File: src/sme_pkg.sv
// Shared types, codes and constants of the stack machine executor.
// No dependencies; used by every module of the block.
`timescale 1ns / 1ps

package sme_pkg;

    localparam int STACK_DEPTH_DEF = 1024;
    localparam int DATA_W          = 32;
    localparam int KIND_W          = 4;
    localparam int LIMIT_W         = 31;
    localparam logic [LIMIT_W-1:0] LIMIT_RESET = 31'd1000000000;

    // Instruction kinds
    localparam logic [KIND_W-1:0] KIND_START  = 4'd0;
    localparam logic [KIND_W-1:0] KIND_NUM    = 4'd1;
    localparam logic [KIND_W-1:0] KIND_POP    = 4'd2;
    localparam logic [KIND_W-1:0] KIND_INV    = 4'd3;
    localparam logic [KIND_W-1:0] KIND_DUP    = 4'd4;
    localparam logic [KIND_W-1:0] KIND_SWP    = 4'd5;
    localparam logic [KIND_W-1:0] KIND_ADD    = 4'd6;
    localparam logic [KIND_W-1:0] KIND_SUB    = 4'd7;
    localparam logic [KIND_W-1:0] KIND_MUL    = 4'd8;
    localparam logic [KIND_W-1:0] KIND_DIV    = 4'd9;
    localparam logic [KIND_W-1:0] KIND_MOD    = 4'd10;
    localparam logic [KIND_W-1:0] KIND_FINISH = 4'd11;

    // Result status codes
    localparam logic [1:0] STAT_RUN  = 2'd0;
    localparam logic [1:0] STAT_ERR  = 2'd1;
    localparam logic [1:0] STAT_DONE = 2'd2;

    // Register index of the limit
    localparam logic REG_LIMIT = 1'b0;

    typedef enum logic [3:0] {
        DP_NOP,
        DP_CAPTURE,
        DP_START,
        DP_PUSH_IMM,
        DP_DUP,
        DP_READ2,
        DP_POP,
        DP_SWP,
        DP_INV_CALC,
        DP_ALU_CALC,
        DP_DIV_START,
        DP_DIV_TAKE,
        DP_COMMIT_UNARY,
        DP_COMMIT_BIN,
        DP_SET_ERR,
        DP_OUT
    } t_dp_op;

    typedef enum logic [2:0] {
        ALU_ADD,
        ALU_SUB,
        ALU_MUL,
        ALU_QUO,
        ALU_REM
    } t_alu_op;

    typedef struct packed {
        t_dp_op  op;
        t_alu_op alu;
        logic    fin;
    } t_dp_cmd;

    typedef struct packed {
        logic depth_zero;
        logic depth_lt2;
        logic depth_full;
        logic err;
        logic tos_zero;
        logic div_done;
    } t_dp_stat;

endpackage

File: src/sme_ctrl.sv
// Controller: sequences one instruction at a time over the datapath.
// Depends on sme_pkg for kinds, commands and status.
`timescale 1ns / 1ps

module sme_ctrl (
    input  logic                           i_clk,
    input  logic                           i_rst_n,
    input  logic                           i_in_valid,
    output logic                           o_in_ready,
    input  logic [sme_pkg::KIND_W-1:0]     i_kind,
    output logic                           o_out_valid,
    input  logic                           i_out_ready,
    input  sme_pkg::t_dp_stat              i_stat,
    output sme_pkg::t_dp_cmd               o_cmd
);
    typedef enum logic [2:0] {
        S_IDLE,
        S_DEC,
        S_EXEC,
        S_DIV,
        S_CHK,
        S_OUT
    } t_state;

    t_state                     r_state;
    t_state                     n_state;
    logic [sme_pkg::KIND_W-1:0] r_kind;
    logic                       r_out_valid;
    logic                       w_accept;
    logic                       w_out_free;

    assign o_in_ready = (r_state == S_IDLE);
    assign w_accept   = i_in_valid && o_in_ready;
    assign w_out_free = !r_out_valid || i_out_ready;

    // ALU selection from the instruction kind
    always_comb begin
        priority case (r_kind)
            sme_pkg::KIND_ADD: o_cmd.alu = sme_pkg::ALU_ADD;
            sme_pkg::KIND_SUB: o_cmd.alu = sme_pkg::ALU_SUB;
            sme_pkg::KIND_MUL: o_cmd.alu = sme_pkg::ALU_MUL;
            sme_pkg::KIND_DIV: o_cmd.alu = sme_pkg::ALU_QUO;
            default:           o_cmd.alu = sme_pkg::ALU_REM;
        endcase
    end
    assign o_cmd.fin = (r_kind == sme_pkg::KIND_FINISH);

    // Next state and datapath command
    always_comb begin
        n_state   = r_state;
        o_cmd.op  = sme_pkg::DP_NOP;
        unique case (r_state)
            S_IDLE: begin
                if (w_accept) begin
                    o_cmd.op = sme_pkg::DP_CAPTURE;
                    n_state  = S_DEC;
                end
            end
            S_DEC: begin
                n_state = S_OUT;
                priority if (r_kind == sme_pkg::KIND_START) begin
                    o_cmd.op = sme_pkg::DP_START;
                end else if (r_kind > sme_pkg::KIND_MOD || i_stat.err) begin
                    o_cmd.op = sme_pkg::DP_NOP;
                end else if (r_kind == sme_pkg::KIND_NUM) begin
                    o_cmd.op = i_stat.depth_full ? sme_pkg::DP_SET_ERR : sme_pkg::DP_PUSH_IMM;
                end else if (r_kind == sme_pkg::KIND_POP) begin
                    o_cmd.op = i_stat.depth_zero ? sme_pkg::DP_SET_ERR : sme_pkg::DP_READ2;
                    n_state  = i_stat.depth_zero ? S_OUT : S_EXEC;
                end else if (r_kind == sme_pkg::KIND_INV) begin
                    o_cmd.op = i_stat.depth_zero ? sme_pkg::DP_SET_ERR : sme_pkg::DP_INV_CALC;
                    n_state  = i_stat.depth_zero ? S_OUT : S_CHK;
                end else if (r_kind == sme_pkg::KIND_DUP) begin
                    o_cmd.op = (i_stat.depth_zero || i_stat.depth_full) ? sme_pkg::DP_SET_ERR
                                                                        : sme_pkg::DP_DUP;
                end else begin
                    // swap and two-operand arithmetic
                    o_cmd.op = i_stat.depth_lt2 ? sme_pkg::DP_SET_ERR : sme_pkg::DP_READ2;
                    n_state  = i_stat.depth_lt2 ? S_OUT : S_EXEC;
                end
            end
            S_EXEC: begin
                n_state = S_CHK;
                priority if (r_kind == sme_pkg::KIND_POP) begin
                    o_cmd.op = sme_pkg::DP_POP;
                    n_state  = S_OUT;
                end else if (r_kind == sme_pkg::KIND_SWP) begin
                    o_cmd.op = sme_pkg::DP_SWP;
                    n_state  = S_OUT;
                end else if (r_kind == sme_pkg::KIND_DIV || r_kind == sme_pkg::KIND_MOD) begin
                    o_cmd.op = i_stat.tos_zero ? sme_pkg::DP_SET_ERR : sme_pkg::DP_DIV_START;
                    n_state  = i_stat.tos_zero ? S_OUT : S_DIV;
                end else begin
                    o_cmd.op = sme_pkg::DP_ALU_CALC;
                end
            end
            S_DIV: begin
                if (i_stat.div_done) begin
                    o_cmd.op = sme_pkg::DP_DIV_TAKE;
                    n_state  = S_CHK;
                end
            end
            S_CHK: begin
                o_cmd.op = (r_kind == sme_pkg::KIND_INV) ? sme_pkg::DP_COMMIT_UNARY
                                                         : sme_pkg::DP_COMMIT_BIN;
                n_state  = S_OUT;
            end
            S_OUT: begin
                if (w_out_free) begin
                    o_cmd.op = sme_pkg::DP_OUT;
                    n_state  = S_IDLE;
                end
            end
            default: n_state = S_IDLE;
        endcase
    end

    // State, captured kind and output valid
    always_ff @(posedge i_clk) begin
        if (!i_rst_n) begin
            r_state     <= S_IDLE;
            r_out_valid <= 1'b0;
            r_kind      <= sme_pkg::KIND_START;
        end else begin
            r_state <= n_state;
            if (w_accept) begin
                r_kind <= i_kind;
            end
            if (r_state == S_OUT && w_out_free) begin
                r_out_valid <= 1'b1;
            end else if (i_out_ready) begin
                r_out_valid <= 1'b0;
            end
        end
    end

    assign o_out_valid = r_out_valid;

endmodule

File: config.mk
export PLATFORM = sky130hd
export DESIGN_NAME = sme_ctrl
export DESIGN_NICKNAME = d
export VERILOG_FILES = /design/src/sme_pkg.sv /design/src/sme_ctrl.sv
export SDC_FILE = /design/constraint.sdc
export NUM_CORES = 1
export LEC_CHECK = 0
export ABC_AREA = 1
export BUFFER_PORTS_ARGS = -buffer_cell sky130_fd_sc_hd__buf_2
export CORE_UTILIZATION = 30
export DETAILED_ROUTE_END_ITERATION = 12
export PLACE_DENSITY = 0.51
export SLEW_MARGIN = 10
export SYNTH_ARGS = -nofsm -noshare
export SYNTH_HDL_FRONTEND = slang
export SYNTH_SLANG_ARGS = --single-unit
File: constraint.sdc
create_clock -name i_clk -period 2.1 [get_ports i_clk]
set_input_delay 0.105 -clock i_clk [delete_from_list [all_inputs] [get_ports i_clk]]
set_output_delay 0.105 -clock i_clk [all_outputs]
set_load 0.02 [all_outputs]
# Word-level counts from Yosys, hierarchy flattened
# Index checks and enable logic that the tools add are counted.
# word_totals
register_bits,8
# op_classes
n_mux,40
n_lt_le_gt_ge,1
n_reduce_logical,11
eq_ne,19
# op_table
op,count
$mux 4,14
$mux 3,18
$pmux 4 s6,1
$pmux 3 s6,1
$eq 4x3->1 const B,4
$eq 4x4->1 const B,4
$pmux 3 s4,1
$eq 4x2->1 const B,2
$eq 3x2->1 const B,2
$eq 3x3->1 const B,2
$mux 1,5
$eq 4x1->1 const B,1
$gt 4x4->1 const B,1
$logic_not 4->1,1
$logic_or 1x1->1,4
$ne 2x2->1 const B,2
$eq 3x1->1 const B,1
$logic_not 3->1,1
$reduce_and 3->1,1
$logic_and 1x1->1,2
$ne 2x1->1 const B,1
$reduce_bool 2->1,1
$logic_not 1->1,1

# Depth between registers and ports, before layout
# Gate-level depths: netlist of the first run.
# depth
word_depth,9
depth_mapped,10
depth_no_buf,10

# Least setup slack after synthesis of the first run
# OpenSTA, ideal clock, no wires.
# synth_path
path_kind,register -> output
start,reg r_kind[3] (netlist bit)
end,out o_cmd[1] (netlist bit)
arrival_ns,1.480
path_buffers,0
path_stages_with_launch,8
setup_slack_ns,0.515
path_cell_list,dfxtp_1 inv_1 nor2_1 inv_1 nor2_1 o21bai_1 inv_1 nor2_1
# synth_lines
item,line_no,source
"start, declared",sme_ctrl.sv:27,logic [sme_pkg::KIND_W-1:0] r_kind;
"start signal, assigned",sme_ctrl.sv:123,r_kind <= sme_pkg::KIND_START;
"start signal, assigned",sme_ctrl.sv:127,r_kind <= i_kind;
"end, declared",sme_ctrl.sv:14,output sme_pkg::t_dp_cmd o_cmd

==> out/qor.yml, run 1 <==
floorplan:
  start_util: 0.320
  num_rows: 17
  die_h_um: 50.8
  io-pin-count: 24
  design.core.area_um2: 2230
  die_x_um: 50.8
  die_area_um2: 2580
power_and_ir_drop:
  ir_drop_uv: 291
  power.switching_mw: 0.243
  p_clk_frac: 0.201
  swShare: 0.428
  power.density_nw_per_um2: 641
  pwr-share-seq: 0.327
  pwr-share-comb: 0.473
  p_int_mw: 0.325
  leakage_nw: 0.471
critical_path:
  critPathBufInv: 4
  cp.arrival_ns: 1.74
  crit_family: "simple AND/OR/NAND/NOR gates"
  worstRegToRegCells: 10
  cp.depth: 9
  endpoint_kind: "output pin"
  criticalPathCategory: "reg2out"
  timing.rr.end: "r_state[0]$_SDFFE_PN0P_"
  cp_max_fo: 4
  rr_startpoint: "r_kind[1]$_SDFFE_PN0P_"
  crit_top_cell: "inv_1"
  path_cells: "inv_1 > nor3_1 > inv_1 > nor2_1 > inv_1 > nand3_1 > a21oi_1 > nand3_1 > buf_2"
  critPathCapture: "o_cmd[4]"
  reg2reg_slack_ns: 0.70
  startpoint_type: "flip-flop"
  cp_slowest_stage_delay_ns: 0.37
  required_ns: 2.00
  crit_path_start: "r_state[2]$_SDFFE_PN0P_"
  crit_path_top_delay_cell: "dfxtp_1"
synthesis:
  yosysTopAreaCellShare: 0.224
  syn-num-nets: 147
  yosysSeqAreaShare: 0.224
  ys_warn_count: 0
  synth-seq-cells: 8
  synth_area_um2: 714
  ys_types: 19
  syn_inst: 133
  synth.largest_area_cell: "dfxtp_1"
  ys_top_cells_by_area: "dfxtp_1 (22%), nor2_1 (15%), inv_1 (14%)"
  avgSynthCellArea_um2: 5.37
clock_tree:
  clkSinkCount: 8
  htree_levels: 1
  cts_tree: "done"
  cts_inserted_buffers: 3
  clk_latency_ns: 0.25
  clkTransAtPathRegs_ns: 0.05
  hold_buffers: 0
  cts_setup_buffers: 0
  cts_resized: 0
  clockRootBuffer: "clkbuf_4"
  clockBufferDepth: 2
grt:
  grt_usage: 0.160
  antenna_found_initial: 0
  grt_pass1_vias: 716
  gr-total-overflow: 0
  grt_pass1_wl_um: 3060
  grt_max_degree: 10
timing:
  slew_headroom: 0.740
  final-hold-violation-count: 0
  rsz0062_at_grt: "no"
  fmax_mhz: 543
  fin_skew_ns: 0.00268
  worstMarginPinSlew_ns: 0.386
  min_period_ns: 1.84
  finalCritPeriodShare: 0.877
  tns_ns: 0
  slew_violations: 0
  setup_viol: 0
route:
  drc_errors: 0
  routed_via_density: 4.65
  vias: 870
  drtIter0Drc: 16
  dr.pass1.iters: 4
  routedWlPerCell_um: 10.0
  postRouteAntennaNets: 0
  wirelength_um: 1870
cells_and_area:
  nFillCells: 264
  nNetsFinal: 175
  multi_input_area_um2: 453
  layout-drive-gt1-share: 0.201
  fin_cells: 187
  final-seq-area_um2: 160
  postLayoutCoreUtil: 0.397
  area_growth_pct: 24.2
  antenna_cells: 0
placement:
  io_buffer_count: 23
  dp_cells: 184
  dp_hpwl_um: 1580
  gp_congestion: 0.799
job:
  maxCapViolations: 0
worst_hold_path:
  hp-class: "in2reg"
status:
  status: "completed"
through the flow:
step                instance area, um2  setup WS [ns]  total power, mW  hold slack [ns]
finish                             887          0.258            0.568            0.120
global route                       887         0.0906            0.623            0.136
CTS                                887          0.251            0.578            0.115
detailed placement                 865          0.541            0.457            0.385
global placement                   865          0.516            0.456            0.376
floorplan                          714          0.515            0.380            0.210
state kept, by name, summed over array words and instances, names as in the netlist:
register,flops
r_kind,4
r_state,3
o_out_valid,1
tightest hold or removal path, delay by kind of cell:
family          cells  cell delay [ns]
compound gates      1             0.07
buf+inv             2             0.17
Yosys cell counts:
master    instances
a21oi_1           8
a21oi_2           1
dfxtp_1           8
inv_1            26
inv_2             1
nand2_1          26
nand2_2           2
nand3_1           9
nand3_2           1
nand4_1           1
nor2_1           28
nor2_4            1
nor3_1            6
o211ai_1          1
o21a_1            1
o21ai_0           8
o21ai_1           2
o21bai_1          2
or2_1             1
worst min path at each step:
stage | from | to | depth (start not counted)
after global placement | i_rst_n | r_state[1]$_SDFFE_PN0P_ | 3
after CTS | i_rst_n | r_state[1]$_SDFFE_PN0P_ | 3
after floorplan | i_rst_n | r_state[1]$_SDFFE_PN0P_ | 2
after global routing | i_rst_n | r_state[1]$_SDFFE_PN0P_ | 3
final | i_rst_n | r_state[1]$_SDFFE_PN0P_ | 3
after detailed placement | i_rst_n | r_state[1]$_SDFFE_PN0P_ | 3
layout make-up:
| cell class | count | share of cell area |
|---|---|---|
| flip-flops and latches | 8 | 0.181 |
| well taps | 28 | 0.0395 |
| inverters | 27 | 0.114 |
| clock buffers | 3 | 0.0254 |
| multi-input cells | 98 | 0.511 |
| repair buffers | 23 | 0.130 |
cell usage in the layout (no fill, tap or decap), drive strengths merged:
cell type and n:
o21bai 2, or2 1, nor3 6, o211ai 1, o21a 1, nand3 10
dfxtp 8, o21ai 10, clkbuf 3, nor2 29, inv 27, nand2 28
nand4 1, a21oi 9, buf 23
power groups by stage:
stage          clock, mW  sequential, mW  combinational, mW
6_report           0.114           0.186              0.269
5_1_grt            0.129           0.189              0.305
4_1_cts            0.124           0.186              0.269
3_5_place_dp           0           0.189              0.268
3_3_place_gp           0           0.188              0.268
2_1_floorplan          0           0.186              0.194
kinds of logic (layout without fill, tap and decap cells):
kind of cell	Yosys count	after routing	share of synthesized area
flops	8	8	0.224
compound gates	23	23	0.180
simple gates	75	75	0.454
buf+inv	27	53	0.142
routing by layer:
metal,GRT usage,up-vias,part of all wire
met5,0,-,0
met4,0.0833,0,0.0053
met3,0.0273,2,0.032
met2,0.236,15,0.44
met1,0.221,382,0.52
li1,-,471,-
No activity file was read; power rests on OpenSTA's default activity.
==> run 2: changes to the inputs <==
--- a/config.mk
+++ b/config.mk
@@ -5,11 +5,11 @@
 export SDC_FILE = /design/constraint.sdc
 export NUM_CORES = 1
 export LEC_CHECK = 0
-export ABC_AREA = 1
+export ABC_AREA = 0
 export BUFFER_PORTS_ARGS = -buffer_cell sky130_fd_sc_hd__buf_2
 export CORE_UTILIZATION = 30
 export DETAILED_ROUTE_END_ITERATION = 12
-export PLACE_DENSITY = 0.51
+export PLACE_DENSITY = 0.49
 export SLEW_MARGIN = 10
 export SYNTH_ARGS = -nofsm -noshare
 export SYNTH_HDL_FRONTEND = slang
==> out/qor.yml, run 2 <==
grt:
  grt_usage: 0.155  # -0.00559
  grt_pass1_wl_um: 4010  # +31%
  grt_pass1_vias: 884  # +23%
  grtUsageMet3: 0.0392  # +0.0119
  gr-total-overflow: 0  # unchanged
  grt_max_degree: 18  # +8
  use_met2: 0.239  # +0.00310
  antenna_found_initial: 0  # unchanged
  gr-max-usage-layer: "met2"
  met1_usage: 0.222  # +0.000992
critical_path:
  criticalPathCategory: "reg2out"
  cp_slowest_stage_delay_ns: 0.53  # +0.16 ns
  startpoint_type: "flip-flop"
  crit_path_top_delay_cell: "or4_1"
  cp.depth: 5  # -4
  rr_startpoint: "r_kind[2]$_SDFFE_PN0P_"
  reg2reg_slack_ns: 0.52  # -0.18 ns
  timing.rr.end: "r_state[1]$_SDFFE_PN0P_"
  required_ns: 2.00  # about the same
  endpoint_kind: "output pin"
  critPathBufInv: 1  # -3
  cp_max_fo: 14  # +10
  worstRegToRegCells: 5  # -5
  path_cells: "or4_1 > o22a_1 > a21oi_2 > o221ai_1 > buf_2"
  crit_path_start: "r_kind[0]$_SDFFE_PN0P_"
  crit_family: "simple AND/OR/NAND/NOR gates"
  cp.arrival_ns: 1.87  # +0.13 ns
cells_and_area:
  nNetsFinal: 156  # -11%
  layout_common_cells: "buf_2 (23), a21oi_1 (10), nor2b_1 (9)"
  fin_cells: 171  # -8.6%
  layout-drive-gt1-share: 0.307  # +0.106
  largest_reg_flops: 4  # unchanged
  postLayoutCoreUtil: 0.375  # -0.0225
  largest-register: "r_kind"
  area_growth_pct: 16.2
  final_common_cell: "buf_2"
  antenna_cells: 0  # unchanged
floorplan:
  io-pin-count: 24  # unchanged
  num_rows: 19  # +2
  design.core.area_um2: 2810  # +26%
  die_x_um: 56.9  # +12%
  start_util: 0.322  # +0.00259
  die_area_um2: 3240  # +26%
  die_h_um: 56.9  # +12%
clock_tree:
  clk_latency_ns: 0.25  # about the same
  cts_tree: "done"
  clockRootBuffer: "clkbuf_4"
  cts_setup_buffers: 0  # unchanged
  htree_levels: 1  # unchanged
  clkSinkCount: 8  # unchanged
  cts_inserted_buffers: 3  # unchanged
  hold_buffers: 0  # unchanged
  clockBufferDepth: 2  # unchanged
  cts_resized: 0  # unchanged
  clkTransAtPathRegs_ns: 0.05  # about the same
synthesis:
  synth-seq-cells: 8  # unchanged
  ys_types: 45  # +26
  syn-num-nets: 136  # -7.5%
  yosysTopAreaCellShare: 0.177  # -0.0471
  syn_inst: 122  # -8.3%
  synth.largest_area_cell: "dfxtp_1"
  ys_warn_count: 0  # unchanged
  ys_top_cells_by_area: "dfxtp_1 (18%), nor2b_1 (6.9%), a21oi_1 (5.5%)"
  avgSynthCellArea_um2: 7.41  # +38%
  yosysSeqAreaShare: 0.177  # -0.0471
  synth_area_um2: 905  # +27%
  synth_edf_count: 0  # unchanged
  synth_common_cells: "a21oi_1 (10), nor2b_1 (10), dfxtp_1 (8), o21ai_0 (8)"
  synthFlopType: "dfxtp_1"
  synthArstFlopShare: 0  # unchanged
route:
  routedWlPerCell_um: 14.2  # +42%
  dr.pass1.iters: 8  # +4
  wirelength_um: 2430  # +30%
  postRouteAntennaNets: 0  # unchanged
  drc_errors: 2  # +2
  routed_via_density: 5.84  # +25%
  drtIter0Drc: 39  # +23
  vias: 998  # +15%
worst_hold_path:
  hp-class: "in2reg"
  hold_depth: 3  # unchanged
  holdCritStartpoint: "i_kind[2]"
  min_to: "r_kind[2]$_SDFFE_PN0P_"
placement:
  dp_worst_setup_slack_ns: 0.285  # -0.256 ns
  dp_hpwl_um: 1870  # +19%
  gp_congestion: 0.886  # +11%
  io_buffer_count: 23  # unchanged
  dp_cells: 168  # -8.7%
timing:
  setup_slack_ns: 0.124  # -0.134 ns
  min_period_ns: 1.98  # +0.134 ns
  fmax_mhz: 506  # -6.8%
  slew_headroom: 0.732  # -0.00848
  slew_violations: 0  # unchanged
  tns_ns: 0  # unchanged
  setup_viol: 0  # unchanged
  final-hold-violation-count: 0  # unchanged
  fin_skew_ns: 0.000481  # -0.00220 ns
  finalCritPeriodShare: 0.941  # +0.0637
  worstMarginPinSlew_ns: 0.402  # +0.0151 ns
  rsz0062_at_grt: "no"
status:
  status: "complete, but fails checks"
  violations: "DRC"
power_and_ir_drop:
  power.density_nw_per_um2: 1090  # +70%
  ir_drop_uv: 521  # +79%
  leakage_nw: 0.413  # -12%
job:
  maxCapViolations: 0  # unchanged
-- run 2: cell types whose count changed after synthesis, sizes merged, moves of 3 or more --
cell | before | now
nand2b | 0 | 8
mux2i | 0 | 4
nand2 | 28 | 6
inv | 27 | 5
clkbuf | 0 | 3
nor2b | 0 | 10
buf | 0 | 7
nand3 | 10 | 2
o21ai | 10 | 14
nor2 | 29 | 6
-- run 2: layout make-up --
| cell class | count | area (um2) |
|---|---|---|
| well taps | 31 | 38.8 |
| repair buffers | 25 | 130 |
| multi-input cells | 99 | 674 |
| clock buffers | 3 | 22.5 |
| flip-flops and latches | 8 | 166 |
| inverters | 5 | 18.8 |
| fillers | 296 | 1750 |
-- run 2: kinds of logic (layout without fill, tap and decap cells) --
logic type	Yosys count	count (layout)	synth area share
AO/OA/AOI/OAI	47	47	0.347
buffers and inverters	15	33	0.0885
flip-flops	8	8	0.177
multiplexers	6	6	0.0692
AND/OR/NAND/NOR	46	46	0.318
-- run 2: worst register-to-register path: stages (launching register included) --
cell      delay, ns
dfxtp_1        0.35
buf_4          0.21
nand2b_1       0.21
a211o_1        0.33
mux2_2         0.27
o21ai_1        0.14
-- run 2: stage by stage --
step / hold WS, ns / power, mW / instance area, um2
detailed placement: 0.376 / 1.01 / 1010
CTS: 0.117 / 1.13 / 1030
finish: 0.119 / 1.14 / 1050
global placement: 0.365 / 1.02 / 1010
floorplan: 0.273 / 0.847 / 905
global route: 0.140 / 1.24 / 1050
-- run 2: worst max path at each step --
stage,end,slack (ns)
2_1_floorplan,o_cmd[7],0.33
3_3_place_gp,o_cmd[5],0.34
3_5_place_dp,o_cmd[5],0.28
4_1_cts,o_cmd[5],0.009
5_1_grt,o_cmd[7],0.02
6_report,o_cmd[5],0.12
-- run 2: per-layer routing --
metal | share of wire | wire length [um] | up-vias
li1 | - | - | 492
met2 | 0.47 | 1130 | 31
met5 | 0 | 0 | -
met4 | 0.0070 | 17 | 0
met1 | 0.48 | 1160 | 471
met3 | 0.049 | 120 | 4
-- run 2: power breakdown --
group	switching [mW]	leakage, nW	internal, mW
sequential	0.101	0.0671	0.193
clock	0.0476	0.0138	0.0651
combinational	0.417	0.332	0.319
total	0.565	0.413	0.577
==> run 3: changes to the inputs <==
--- a/config.mk
+++ b/config.mk
@@ -10,6 +10,7 @@
 export CORE_UTILIZATION = 30
 export DETAILED_ROUTE_END_ITERATION = 12
 export PLACE_DENSITY = 0.49
+export REMOVE_ABC_BUFFERS = 1
 export SLEW_MARGIN = 10
 export SYNTH_ARGS = -nofsm -noshare
 export SYNTH_HDL_FRONTEND = slang
==> out/qor.yml, run 3 (same netlist as run 2, synthesis figures left out) <==
status:
  status: "complete, but fails checks"
  violations: "DRC"
critical_path:
  criticalPathCategory: "reg2out"
  required_ns: 2.00  # about the same
  cp.arrival_ns: 1.85  # -0.02 ns
  startpoint_type: "flip-flop"
  endpoint_kind: "output pin"
  cp_max_fo: 16  # +2
clock_tree:
  cts_tree: "done"
  clockBufferDepth: 2  # unchanged
  clockRootBuffer: "clkbuf_4"
  hold_buffers: 0  # unchanged
  cts_setup_buffers: 0  # unchanged
  clkSinkCount: 8  # unchanged
  htree_levels: 1  # unchanged
  cts_inserted_buffers: 3  # unchanged
  clk_latency_ns: 0.25  # about the same
  clkTransAtPathRegs_ns: 0.05  # about the same
floorplan:
  die_area_um2: 3240  # unchanged
  num_rows: 19  # unchanged
  start_util: 0.322  # unchanged
  die_x_um: 56.9  # unchanged
  design.core.area_um2: 2810  # unchanged
  die_h_um: 56.9  # unchanged
  io-pin-count: 24  # unchanged
worst_hold_path:
  hp-class: "in2reg"
job:
  maxCapViolations: 0  # unchanged
route:
  dr.pass1.iters: 8  # unchanged
  routed_via_density: 5.79  # -0.78%
  routedWlPerCell_um: 14.6  # +3.1%
  drtIter0Drc: 23  # -41%
  drc_errors: 2  # unchanged
  postRouteAntennaNets: 0  # unchanged
  wirelength_um: 2520  # +3.7%
  vias: 996  # -0.20%
cells_and_area:
  final_cell_area_um2: 1060  # +0.59%
  antenna_cells: 0  # unchanged
  layout_common_cells: "buf_2 (23), a21oi_1 (10), nor2b_1 (10)"
  nFillCells: 318  # +7.4%
  largest_reg_flops: 4  # unchanged
  nNetsFinal: 157  # +0.64%
  largest-register: "r_kind"
  area_growth_pct: 16.9
  final_common_cell: "buf_2"
  layout-drive-gt1-share: 0.312  # +0.00491
power_and_ir_drop:
  leakage_nw: 0.417  # +0.80%
  ir_drop_uv: 466  # -11%
  power.density_nw_per_um2: 1090  # about the same
timing:
  slew_headroom: 0.709  # -0.0225
  min_period_ns: 1.96  # -0.0188 ns
  rsz0062_at_grt: "no"
  slew_violations: 0  # unchanged
  fin_skew_ns: 0.00498  # +0.00450 ns
  fmax_mhz: 511  # +0.96%
  tns_ns: 0  # unchanged
  worstMarginPinSlew_ns: 0.435  # +0.0334 ns
  setup_viol: 0  # unchanged
  setup_slack_ns: 0.143  # +0.0188 ns
  final-hold-violation-count: 0  # unchanged
  finalCritPeriodShare: 0.932  # -0.00895
placement:
  gp_congestion: 0.847  # -4.3%
  dp_worst_setup_slack_ns: 0.138  # -0.147 ns
  placed_area_um2: 1020  # +0.74%
  io_buffer_count: 23  # unchanged
  dp_hpwl_um: 1970  # +5.3%
grt:
  antenna_found_initial: 0  # unchanged
  grt_pass1_vias: 904  # +2.3%
  grt_pass1_wl_um: 4170  # +4.1%
  gr-total-overflow: 0  # unchanged
  grt_usage: 0.164  # +0.00975
  grt_max_degree: 17  # -1
## run 3: cell type report
cell class              count  area, um2  share of cell area
flip-flops and latches      8        168               0.159
well taps                  31       38.8              0.0367
clock buffers               3       22.5              0.0213
multi-input cells          99        672               0.636
repair buffers             26        138               0.130
inverters                   5       18.8              0.0178
## run 3: final timing paths
check / from / to / slack, ns / depth (start not counted)
max reg2reg: r_state[1]$_SDFFE_PN0P_ / r_state[0]$_SDFFE_PN0P_ / 0.54 / 4
max: r_kind[2]$_SDFFE_PN0P_ / o_cmd[6] / 0.14 / 6
min reg2reg: r_kind[3]$_SDFFE_PN0P_ / r_kind[3]$_SDFFE_PN0P_ / 0.59 / 2
min: i_kind[1] / r_kind[1]$_SDFFE_PN0P_ / 0.12 / 3
## run 3: layer usage
metal	wire length, um	vias up	GRT usage
li1	-	487	-
met4	21	0	0.0453
met1	1070	480	0.204
met5	0	-	0
met3	124	2	0.0415
met2	1300	27	0.281
## run 3: power by group
part	total [mW]	leakage (nW)	switching, mW	internal, mW
combinational	0.724	0.335	0.406	0.318
clock	0.116	0.0138	0.0507	0.0653
sequential	0.309	0.0676	0.115	0.194
total	1.15	0.417	0.572	0.577
## run 3: what timing repair did
| item | 4_1_cts | 5_1_grt |
|---|---|---|
| pin swaps | 0 | 0 |
| gates resized for setup | 1 | 5 |
| endpoints found under the hold margin | 0 | 0 |
| endpoints found under the setup margin | 3 | 3 |
## run 3: metrics by stage
step	utilization	hold WS [ns]	cells	power (mW)
6_report	0.377	0.117	172	1.15
5_1_grt	0.377	0.109	172	1.24
4_1_cts	0.372	0.110	172	1.14
3_5_place_dp	0.364	0.374	169	1.02
3_3_place_gp	0.364	0.366	169	1.03
2_1_floorplan	-	0.215	112	0.801
## run 3: worst max-delay path, stage by stage (launching register included)
cell and delay, ns:
dfxtp_4 0.40, buf_4 0.17, or3_1 0.39, a21oi_1 0.22, a2bb2oi_1 0.17, o21ai_1 0.08, buf_2 0.17
